===== src/sv/wlrs_pkg.sv =====
// Package for the wear-levelled record store.
// Holds command and status codes, field widths and the controller/datapath structs.
// No dependencies.
`timescale 1ns / 1ps
`default_nettype none

package wlrs_pkg;

	localparam int CMD_W   = 2;
	localparam int KEY_W   = 8;
	localparam int VAL_W   = 32;
	localparam int STAT_W  = 2;
	localparam int SLOT_W  = 6;
	localparam int COUNT_W = 8;
	localparam int PROT_LIMIT = 255;

	localparam logic [CMD_W-1:0] CMD_WRITE  = 2'd0;
	localparam logic [CMD_W-1:0] CMD_UPDATE = 2'd1;
	localparam logic [CMD_W-1:0] CMD_LOOKUP = 2'd2;

	localparam logic [STAT_W-1:0] ST_OK       = 2'd0;
	localparam logic [STAT_W-1:0] ST_PROT     = 2'd1;
	localparam logic [STAT_W-1:0] ST_NOTFOUND = 2'd2;
	localparam logic [STAT_W-1:0] ST_NOFREE   = 2'd3;

	// Register index of protection_enable (paddr[2]).
	localparam logic REG_PROT_IDX = 1'b0;

	typedef struct packed {
		logic load_item;
		logic scan_init;
		logic scan_free;
		logic scan_run;
		logic cap_old;
		logic cap_new;
		logic cap_val;
		logic wr_new;
		logic clr_old;
		logic clr_step;
		logic inc_count;
	} wlrs_cmd_t;

	typedef struct packed {
		logic hit;
		logic miss;
		logic clear_last;
		logic limit;
	} wlrs_stat_t;

endpackage

`default_nettype wire


===== src/sv/wlrs_ctrl.sv =====
// Controller state machine of the wear-levelled record store.
// Depends on wlrs_pkg; drives the datapath through wlrs_cmd_t.
`timescale 1ns / 1ps
`default_nettype none

module wlrs_ctrl (
	input  wire logic                          clk,
	input  wire logic                          arst_n,
	input  wire logic                          start,
	input  wire logic [wlrs_pkg::CMD_W-1:0]    command,
	input  wire wlrs_pkg::wlrs_stat_t          stat,
	output wlrs_pkg::wlrs_cmd_t                cmd,
	output logic                               busy,
	output logic                               done,
	output logic [wlrs_pkg::STAT_W-1:0]        status
);

	localparam logic [2:0] S_CLEAR  = 3'd0;
	localparam logic [2:0] S_IDLE   = 3'd1;
	localparam logic [2:0] S_KSCAN  = 3'd2;
	localparam logic [2:0] S_FSCAN  = 3'd3;
	localparam logic [2:0] S_WRNEW  = 3'd4;
	localparam logic [2:0] S_CLROLD = 3'd5;
	localparam logic [2:0] S_DONE   = 3'd6;

	logic [2:0]                      state_q, state_d;
	logic [wlrs_pkg::CMD_W-1:0]      cmd_q, cmd_d;
	logic [wlrs_pkg::STAT_W-1:0]     status_q, status_d;

	always_ff @(posedge clk or negedge arst_n) begin
		if (!arst_n) begin
			state_q  <= S_CLEAR;
			cmd_q    <= wlrs_pkg::CMD_WRITE;
			status_q <= wlrs_pkg::ST_OK;
		end else begin
			state_q  <= state_d;
			cmd_q    <= cmd_d;
			status_q <= status_d;
		end
	end

	always_comb begin
		cmd      = '0;
		state_d  = state_q;
		cmd_d    = cmd_q;
		status_d = status_q;
		case (state_q)
			S_CLEAR: begin
				cmd.clr_step = 1'b1;
				if (stat.clear_last) begin
					state_d = S_IDLE;
				end
			end
			S_IDLE: begin
				if (start) begin
					cmd.load_item = 1'b1;
					cmd_d         = command;
					status_d      = wlrs_pkg::ST_OK;
					case (command)
						wlrs_pkg::CMD_WRITE: begin
							if (stat.limit) begin
								status_d = wlrs_pkg::ST_PROT;
								state_d  = S_DONE;
							end else begin
								cmd.scan_init = 1'b1;
								cmd.scan_free = 1'b1;
								state_d       = S_FSCAN;
							end
						end
						wlrs_pkg::CMD_UPDATE: begin
							if (stat.limit) begin
								status_d = wlrs_pkg::ST_PROT;
								state_d  = S_DONE;
							end else begin
								cmd.scan_init = 1'b1;
								state_d       = S_KSCAN;
							end
						end
						wlrs_pkg::CMD_LOOKUP: begin
							cmd.scan_init = 1'b1;
							state_d       = S_KSCAN;
						end
						default: begin
							state_d = S_DONE;
						end
					endcase
				end
			end
			S_KSCAN: begin
				cmd.scan_run = 1'b1;
				if (stat.hit) begin
					cmd.cap_old = 1'b1;
					if (cmd_q == wlrs_pkg::CMD_LOOKUP) begin
						cmd.cap_val = 1'b1;
						state_d     = S_DONE;
					end else begin
						// The old record stays valid, so the free search skips it.
						cmd.scan_init = 1'b1;
						cmd.scan_free = 1'b1;
						state_d       = S_FSCAN;
					end
				end else if (stat.miss) begin
					status_d = wlrs_pkg::ST_NOTFOUND;
					state_d  = S_DONE;
				end
			end
			S_FSCAN: begin
				cmd.scan_run  = 1'b1;
				cmd.scan_free = 1'b1;
				if (stat.hit) begin
					cmd.cap_new = 1'b1;
					state_d     = S_WRNEW;
				end else if (stat.miss) begin
					status_d = wlrs_pkg::ST_NOFREE;
					state_d  = S_DONE;
				end
			end
			S_WRNEW: begin
				cmd.wr_new    = 1'b1;
				cmd.inc_count = 1'b1;
				state_d = (cmd_q == wlrs_pkg::CMD_UPDATE) ? S_CLROLD : S_DONE;
			end
			S_CLROLD: begin
				cmd.clr_old = 1'b1;
				state_d     = S_DONE;
			end
			S_DONE: begin
				state_d = S_IDLE;
			end
			default: begin
				state_d = S_IDLE;
			end
		endcase
	end

	assign busy   = (state_q != S_IDLE);
	assign done   = (state_q == S_DONE);
	assign status = status_q;

endmodule

`default_nettype wire


===== src/sv/wlrs_datapath.sv =====
// Datapath of the wear-levelled record store: slot memories, scan unit,
// search pointer and protection counter. Depends on wlrs_pkg.
`timescale 1ns / 1ps
`default_nettype none

module wlrs_datapath #(
	parameter int SLOTS = 64
) (
	input  wire logic                          clk,
	input  wire logic                          arst_n,
	input  wire wlrs_pkg::wlrs_cmd_t           cmd,
	output wlrs_pkg::wlrs_stat_t               stat,
	input  wire logic                          prot_en,
	input  wire logic [wlrs_pkg::KEY_W-1:0]    key,
	input  wire logic [wlrs_pkg::VAL_W-1:0]    value,
	output logic [wlrs_pkg::SLOT_W-1:0]        written_slot,
	output logic [wlrs_pkg::SLOT_W-1:0]        found_slot,
	output logic [wlrs_pkg::VAL_W-1:0]         read_value
);

	localparam int AW = $clog2(SLOTS);
	localparam int CW = $clog2(SLOTS + 1);
	localparam int VKW = wlrs_pkg::KEY_W + 1;

	// Slot memories: valid bit with key, and data. Read data is registered.
	logic [VKW-1:0]              vk_mem [SLOTS];
	logic [wlrs_pkg::VAL_W-1:0]  data_mem [SLOTS];
	logic [VKW-1:0]              vk_rd_s1;
	logic [wlrs_pkg::VAL_W-1:0]  data_rd_s1;

	logic [AW-1:0]               issue_idx_q;
	logic [CW-1:0]               issued_q;
	logic                        pend_s1;
	logic [AW-1:0]               idx_s1;
	logic                        free_q;
	logic [AW-1:0]               clr_idx_q;
	logic [AW-1:0]               ptr_q;
	logic [wlrs_pkg::COUNT_W-1:0] count_q;

	logic [wlrs_pkg::KEY_W-1:0]  key_q;
	logic [wlrs_pkg::VAL_W-1:0]  val_in_q;
	logic [AW-1:0]               old_q;
	logic [AW-1:0]               new_q;
	logic [wlrs_pkg::VAL_W-1:0]  rval_q;

	logic                        vk_we;
	logic [AW-1:0]               vk_waddr;
	logic [VKW-1:0]              vk_wdata;
	logic                        can_issue;

	assign can_issue = (issued_q < CW'(SLOTS));

	always_comb begin
		vk_we    = 1'b0;
		vk_waddr = clr_idx_q;
		vk_wdata = '0;
		if (cmd.clr_step) begin
			vk_we = 1'b1;
		end else if (cmd.wr_new) begin
			vk_we    = 1'b1;
			vk_waddr = new_q;
			vk_wdata = {1'b1, key_q};
		end else if (cmd.clr_old) begin
			vk_we    = 1'b1;
			vk_waddr = old_q;
			vk_wdata = {1'b0, key_q};
		end
	end

	always_ff @(posedge clk) begin
		if (vk_we) begin
			vk_mem[vk_waddr] <= vk_wdata;
		end
		vk_rd_s1 <= vk_mem[issue_idx_q];
	end

	always_ff @(posedge clk) begin
		if (cmd.wr_new) begin
			data_mem[new_q] <= val_in_q;
		end
		data_rd_s1 <= data_mem[issue_idx_q];
	end

	// Scan unit: one slot read issued per cycle, compared when its data returns.
	always_ff @(posedge clk or negedge arst_n) begin
		if (!arst_n) begin
			issue_idx_q <= '0;
			issued_q    <= '0;
			pend_s1     <= 1'b0;
			free_q      <= 1'b0;
		end else if (cmd.scan_init) begin
			issue_idx_q <= cmd.scan_free ? ptr_q : '0;
			issued_q    <= '0;
			pend_s1     <= 1'b0;
			free_q      <= cmd.scan_free;
		end else if (cmd.scan_run) begin
			pend_s1 <= can_issue;
			if (can_issue) begin
				issued_q <= issued_q + CW'(1);
				if (issue_idx_q == AW'(SLOTS - 1)) begin
					issue_idx_q <= '0;
				end else begin
					issue_idx_q <= issue_idx_q + AW'(1);
				end
			end
		end else begin
			pend_s1 <= 1'b0;
		end
	end

	always_ff @(posedge clk) begin
		idx_s1 <= issue_idx_q;
	end

	always_ff @(posedge clk or negedge arst_n) begin
		if (!arst_n) begin
			clr_idx_q <= '0;
			ptr_q     <= '0;
			count_q   <= '0;
		end else begin
			if (cmd.clr_step) begin
				clr_idx_q <= clr_idx_q + AW'(1);
			end
			if (cmd.wr_new) begin
				ptr_q <= new_q;
			end
			if (cmd.inc_count && prot_en) begin
				count_q <= count_q + wlrs_pkg::COUNT_W'(1);
			end
		end
	end

	always_ff @(posedge clk) begin
		if (cmd.load_item) begin
			key_q    <= key;
			val_in_q <= value;
			old_q    <= '0;
			new_q    <= '0;
			rval_q   <= '0;
		end else begin
			if (cmd.cap_old) begin
				old_q <= idx_s1;
			end
			if (cmd.cap_new) begin
				new_q <= idx_s1;
			end
			if (cmd.cap_val) begin
				rval_q <= data_rd_s1;
			end
		end
	end

	always_comb begin
		stat.hit = pend_s1 && (free_q ? !vk_rd_s1[VKW-1]
			: (vk_rd_s1[VKW-1] && (vk_rd_s1[wlrs_pkg::KEY_W-1:0] == key_q)));
		stat.miss = !pend_s1 && !can_issue;
		stat.clear_last = (clr_idx_q == AW'(SLOTS - 1));
		stat.limit = prot_en
			&& (({1'b0, count_q} + 9'd1) >= 9'(wlrs_pkg::PROT_LIMIT));
	end

	assign written_slot = wlrs_pkg::SLOT_W'(new_q);
	assign found_slot   = wlrs_pkg::SLOT_W'(old_q);
	assign read_value   = rval_q;

endmodule

`default_nettype wire


===== src/sv/wear_leveled_record_store.sv =====
// Top level of the wear-levelled record store: configuration register,
// controller and datapath. Depends on wlrs_pkg, wlrs_ctrl and wlrs_datapath.
//
//   channel   handshake                        payload
//   item in   start, accepted when busy low    command, key, value
//   result    done, one cycle, always taken    status, written_slot, found_slot, read_value
//   config    APB write, pready tied high      pwdata (protection_enable at address 0)
//
// After reset a clearing pass marks every slot free; busy stays high while it runs.
// Each search reads one slot a cycle from the slot memory, so the slot memory read port
// sets the time of a write, a lookup or an update; an update runs a key search and then
// a free search, and a limit hit or an unused command runs no search.
// One item is handled at a time; busy stays high until its result has been shown.
// The result stays on the ports from the cycle in which done is high until the next item is accepted.
`timescale 1ns / 1ps
`default_nettype none

module wear_leveled_record_store #(
	parameter int SLOTS = 64
) (
	input  wire logic                          clk,
	input  wire logic                          arst_n,
	input  wire logic                          start,
	output logic                               busy,
	input  wire logic [wlrs_pkg::CMD_W-1:0]    command,
	input  wire logic [wlrs_pkg::KEY_W-1:0]    key,
	input  wire logic [wlrs_pkg::VAL_W-1:0]    value,
	output logic                               done,
	output logic [wlrs_pkg::STAT_W-1:0]        status,
	output logic [wlrs_pkg::SLOT_W-1:0]        written_slot,
	output logic [wlrs_pkg::SLOT_W-1:0]        found_slot,
	output logic [wlrs_pkg::VAL_W-1:0]         read_value,
	input  wire logic                          psel,
	input  wire logic                          penable,
	input  wire logic                          pwrite,
	input  wire logic [2:0]                    paddr,
	input  wire logic [31:0]                   pwdata,
	output logic [31:0]                        prdata,
	output logic                               pready
);

	logic                  prot_en_q;
	wlrs_pkg::wlrs_cmd_t   cmd;
	wlrs_pkg::wlrs_stat_t  stat;

	assign pready = 1'b1;

	always_ff @(posedge clk or negedge arst_n) begin
		if (!arst_n) begin
			prot_en_q <= 1'b0;
		end else if (psel && penable && pwrite && (paddr[2] == wlrs_pkg::REG_PROT_IDX)) begin
			prot_en_q <= pwdata[0];
		end
	end

	assign prdata = (paddr[2] == wlrs_pkg::REG_PROT_IDX) ? {31'd0, prot_en_q} : 32'd0;

	wlrs_ctrl u_ctrl (
		.clk     (clk),
		.arst_n  (arst_n),
		.start   (start),
		.command (command),
		.stat    (stat),
		.cmd     (cmd),
		.busy    (busy),
		.done    (done),
		.status  (status)
	);

	wlrs_datapath #(
		.SLOTS (SLOTS)
	) u_datapath (
		.clk          (clk),
		.arst_n       (arst_n),
		.cmd          (cmd),
		.stat         (stat),
		.prot_en      (prot_en_q),
		.key          (key),
		.value        (value),
		.written_slot (written_slot),
		.found_slot   (found_slot),
		.read_value   (read_value)
	);

`ifndef SYNTHESIS
	a_done_busy: assert property (@(posedge clk) disable iff (!arst_n)
		done |-> busy)
		else $error("result shown while not busy");

	a_accept_busy: assert property (@(posedge clk) disable iff (!arst_n)
		start && !busy |=> busy)
		else $error("accepted item did not raise busy");

	a_done_once: assert property (@(posedge clk) disable iff (!arst_n)
		done |=> !done && !busy)
		else $error("result strobe longer than one cycle");

	a_prot_clean: assert property (@(posedge clk) disable iff (!arst_n)
		done && (status == wlrs_pkg::ST_PROT) |->
			(written_slot == '0) && (found_slot == '0) && (read_value == '0))
		else $error("protection result carries slot or value");
`endif

endmodule

`default_nettype wire


===== config.mk =====
export PLATFORM = sky130hd
export DESIGN_NAME = wear_leveled_record_store
export DESIGN_NICKNAME = d
export VERILOG_FILES = /design/src/sv/wlrs_pkg.sv /design/src/sv/wlrs_ctrl.sv /design/src/sv/wlrs_datapath.sv /design/src/sv/wear_leveled_record_store.sv
export SDC_FILE = /design/constraint.sdc
export NUM_CORES = 2
export LEC_CHECK = 0
export BUFFER_PORTS_ARGS = -buffer_cell sky130_fd_sc_hd__buf_2
export CAP_MARGIN = 0
export CORE_UTILIZATION = 57
export CTS_CLUSTER_SIZE = 14
export DETAILED_ROUTE_END_ITERATION = 7
export PLACE_DENSITY = 0.71
export SYNTH_ARGS = -nofsm -noshare
export SYNTH_HDL_FRONTEND = slang
export SYNTH_SLANG_ARGS = --single-unit

===== constraint.sdc =====
create_clock -name clk -period 10.5 [get_ports clk]
set_clock_uncertainty 0.2 [all_clocks]
set_input_delay 1.05 -clock clk [delete_from_list [all_inputs] [get_ports clk]]
set_output_delay 1.05 -clock clk [all_outputs]
set_load 0.01 [all_outputs]

Yosys cells after proc, flatten, opt, wreduce, memory -nomap -nowiden
Memories as Yosys holds them, arrays and structs flattened. A register that Yosys moved wholly into a read port is not among the register bits.
Index checks and enable logic that the tools add are counted.
Widths: inputs -> output; s select.

storage, ports and cells
  register bits = 133
  bits of input ports = 83
  output and inout port bits = 81
  logic and storage cells = 133
  bits in read-only memories = 0
  memories kept = 2
  bits in latches = 0
  bits in writable memories = 2624

cells by class
  div/mod/pow operators = 0
  $lt $le $gt $ge = 2
  shift-type cells = 0
  reductions and logical operators = 22
  bitwise logic cells = 1
  muxes and demuxes = 64
  multipliers = 0
  equal/unequal tests = 20
  add/subtract/negate cells = 5

memory list
  name                 depth  bits a word  rd ports  clocked after memory_dff  wr ports  line                 text
  u_datapath.data_mem  64     32           1         1                         1         wlrs_datapath.sv:27  logic [wlrs_pkg::VAL_W-1:0] data_mem [SLOTS];
  u_datapath.vk_mem    64     9            1         1                         1         wlrs_datapath.sv:26  logic [VKW-1:0] vk_mem [SLOTS];

operator list
  kind                 count
  $mux 6               8
  $mux 3               9
  $mux 1               25
  $mux 7               3
  $mux 2               10
  $mux 9               2
  $pmux 3 s6           1
  $add 6x1->6 const B  2
  $eq 6x6->1 const B   2
  $ne 2x2->1 const B   6
  $add 8x1->9 const B  1
  $eq 3x3->1 const B   3
  $ge 9x8->1 const B   1
  $pmux 3 s3           1
  $add 8x1->8 const B  1
  $eq 8x8->1           1
  $logic_and 1x1->1    8
  $mux 8               1
  $add 7x1->7 const B  1
  $lt 7x7->1 const B   1
  $eq 3x2->1 const B   2
  $pmux 1 s3           2
  $pmux 2 s3           1
  $reduce_and 2->1     3
  other kinds (13)     19

Logic depth before layout (Yosys ltp)
  word-level depth = 9
  depth in mapped cells = 9
  mapped depth without buffers = 7

Cells and area by module
A second synthesis with hierarchy kept.

second synthesis, totals
  cells, all modules = 5054
  area, all modules = 106928.8 sq um

modules (own cells, without submodules)
  module                     sequential area each (sq um)  area each (sq um)  instances  cells each
  wlrs_datapath              82694.3                       106032.9           1          4950
  wlrs_ctrl                  175.2                         594.3              1          66
  wear_leveled_record_store  25.0                          301.5              1          38

Least setup slack after synthesis
No wires, ideal clock.

  kind = reg-to-reg
  start = register u_ctrl.state_q[0]
  end = memory u_datapath.data_mem[57][0] in the netlist's numbering, enable pin
  slack = 5727 ps
  arrival = 4112 ps
  clock period less this slack = 4773 ps
  cell stages (with the launch flop) = 9
  library setup time = 461 ps
  buffers on the path = 2
  required time = 9839 ps
  cells stage by stage = dfrtp_1 > clkbuf_1 > inv_1 > nand2_1 > inv_2 > and2_0 > clkbuf_1 > nand4_1 > nor3_1

between the ends
  word-level cells in the longest chain between the ends = 4

RTL lines
  what                          line                 text
  start, declared               wlrs_ctrl.sv:26      logic [2:0] state_q, state_d;
  start signal, assigned        wlrs_ctrl.sv:36      state_q <= state_d;
  $eq 3x3->1                    wlrs_ctrl.sv:47      case (state_q)
  $mux 1                        wlrs_ctrl.sv:47
  $mux 1                        wlrs_datapath.sv:78  if (cmd.wr_new) begin
  $mux 1 (implied by the code)  wlrs_datapath.sv:79  data_mem[new_q] <= val_in_q;
  end, declared                 wlrs_datapath.sv:27

Every way passes these cells.

==> impl_metrics.ini <==
[cts]
cts_setup_buffers = 0
cts_root_buffer = clkbuf_16
clk_pin_slew_worst_paths_ns = 0.06
tritoncts = built
ctsHoldBuffers = 0
cts_resized = 0
cts-buffers-inserted = 290
htreeDepth = 5
clk_latency_ns = 0.92
cts_num_sinks = 2798
clk_path_buf_depth = 4

[floorplanning]
dieArea_um2 = 187000
ios = 164
die_y_um = 433
fp-row-count = 157
fp.dieW_um = 433
initial_utilization_pct = 57.6
coreArea_um2 = 184000

[sta]
final-setup-viol-count = 0
final-max-slew-violation-count = 0
worst_pin_slew_ns = 1.24
finalSetupTns_ns = 0
rsz0062_at_grt = no
slew_headroom_pct = 17.1
setup_slack_ns = 5.91
min_period_ns = 4.59
fmax_mhz = 218
fin_crit_sh_pct = 43.8
hold_viol = 0

[placement]
dp_hpwl_um = 143000
place_congestion = 0.826
placed_area_um2 = 110000
portBuffers = 98
dp_slack_ns = 5.89

[logic_synthesis]
syn_area_um2 = 106000
yosysSeqAreaShare_pct = 78.3
yosysWarnings = 0
ys_seq_elements = 2798
postSynthCellCount = 4841
synth_edf_count = 2664
synthDistinctLibCells = 59
syn_avg_cell_area_um2 = 21.9
async_flop_share_pct = 1.54
ys.flop_type = edfxtp_1

[layout]
num-nets-final = 5184
drive_gt1_share_pct = 26.4
n_fill_cell = 11800
area_growth_pct = 12.1
mostFrequentLayoutCells = edfxtp_1, mux4_2, clkbuf_16, a22oi_1, a21oi_1
multi_input_area_um2 = 22000
seq_area_um2 = 82900
final_common_cell = edfxtp_1
final_area_um2 = 119000

[status]
status = finished, final reports clean

[route]
ant_nets = 0
route.vias.total = 52300
drcViolationCount = 0
drtIter0Drc = 6875
drt_pass1_iterations = 6
wirelength_um = 263000
wl_per_cell_um = 33.8
vias_per_cell = 6.74

[critical_path]
cp.arrival_ns = 5.19
worstSetupPathType = reg2reg
crit_path_frequent_cell = buf_12
required_ns = 11.10
cp_top_family = buffers and inverters
endpoint_kind = flop
path_buf_inv = 2
reg2reg_slack_ns = 5.91
crit_fanout = 98
timing.rr.end = u_datapath.data_rd_s1[24]$_DFF_P_
r2r-start = u_datapath.issue_idx_q[0]$_DFFE_PN0P_
crit_path_start_kind = flop
r2r_cells = 6
slowest_delay_ns = 0.93
cp_cell_sequence = buf_12 > buf_12 > mux4_2 > a22oi_1 > a21oi_1 > or4_1
cp_slowest_cell = dfrtp_4

[power_and_ir_drop]
ir_worst_vdd_v = 0.000173
powerDensity_nw_per_um2 = 184
finalPower_mw = 21.8
p_leak_nw = 36.6

[hold_path]
worstHoldStart = value[9]
hold_path.class = in2reg
whs_path_depth = 1
whs_endpoint = u_datapath.val_in_q[9]$_DFFE_PP_

[global_route]
grt_pass1_vias = 52400
grt_first_pass_wirelength_um = 373000
grt.total_usage_pct = 28.4
grt_start_max_net_pins = 129
antenna_found_initial = 7
grt-ovfl-total = 0

[flow_run]
max_cap_viol_count = 0
==> per-layer routing <==
layer  vias to the layer above  routed length, µm  global-route usage [%]
met5                         -                 11                       0
met4                         2              10400                    10.7
met3                       579              26500                    6.15
met2                      3051             128000                    45.1
met1                     27700              98100                    39.0
li1                      21000                  -                       -
==> registers in the layout (all words and copies together) (netlist names), 8 cells and up <==
signal / cells
u_datapath.count_q: 8
u_datapath.data_mem: 2048
u_datapath.data_rd_s1: 32
u_datapath.key_q: 8
u_datapath.read_value: 32
u_datapath.val_in_q: 32
u_datapath.vk_mem: 576
u_datapath.vk_rd_s1: 9
==> Yosys cell counts, types with 50 or more instances <==
library cell / number / area, µm²
edfxtp_1: 2664 / 80000
mux4_2: 656 / 14800
a22oi_1: 256 / 1920
a21oi_1: 184 / 921
clkbuf_1: 159 / 597
nor2_1: 150 / 563
dfxtp_1: 91 / 1820
o22ai_1: 73 / 457
nand2_1: 62 / 233
buf_2: 57 / 285
nand4_1: 53 / 332
buf_4: 50 / 375
==> metrics by stage <==
step	util, %	cells	hold slack, ns
CTS	64.6	7761	0.0450
finish	64.6	7765	0.0862
global route	64.6	7762	0.0598
floorplan	-	4871	0.142
global placement	59.8	7268	0.249
detailed placement	59.8	7268	0.253
==> power by group <==
group	leakage, nW	switching [mW]	total (mW)	internal (mW)
Combinational	8.21	0.0190	0.0269	0.00783
Clock	4.38	4.08	9.77	5.69
Sequential	24.0	0.00108	12.0	12.0
Total	36.6	4.10	21.8	17.7
==> kinds of logic after synthesis <==
logic type	after synthesis	share of synthesized area [%]
adders and majority gates	5	0.0591
AOI/OAI and AO/OA	597	3.69
buffers and inverters	320	1.52
other	2	0.00710
xor gates and xnor gates	28	0.232
muxes	684	14.2
DFF	2798	78.3
and+or+nand+nor	407	1.93
==> how the worst max path moves through the flow <==
stage | from | slack [ns] | endpoint | depth (start not counted)
detailed placement | u_datapath.issue_idx_q[0]$_DFFE_PN0P_ | 5.89 | u_datapath.data_rd_s1[25]$_DFF_P_ | 6
CTS | u_datapath.issue_idx_q[0]$_DFFE_PN0P_ | 5.92 | u_datapath.data_rd_s1[24]$_DFF_P_ | 6
global route | u_datapath.issue_idx_q[0]$_DFFE_PN0P_ | 5.67 | u_datapath.data_rd_s1[24]$_DFF_P_ | 6
floorplan | u_ctrl.state_q[0]$_DFFE_PN0P_ | 5.73 | u_datapath.data_mem[57][0]$_DFFE_PP_ | 8
global placement | u_datapath.issue_idx_q[0]$_DFFE_PN0P_ | 5.88 | u_datapath.data_rd_s1[25]$_DFF_P_ | 6
finish | u_datapath.issue_idx_q[0]$_DFFE_PN0P_ | 5.91 | u_datapath.data_rd_s1[24]$_DFF_P_ | 6
==> layout make-up <==
cell class | count | share of cell area, %
inverter | 9 | 0.0285
timing repair buffer | 244 | 1.45
antenna | 4 | 0.00844
multi-input combinational | 1753 | 18.5
clock buffer | 375 | 6.65
tap | 2464 | 2.60
sequential | 2798 | 69.9
clock inverter | 118 | 0.843
(Power assumes the default switching activity.)
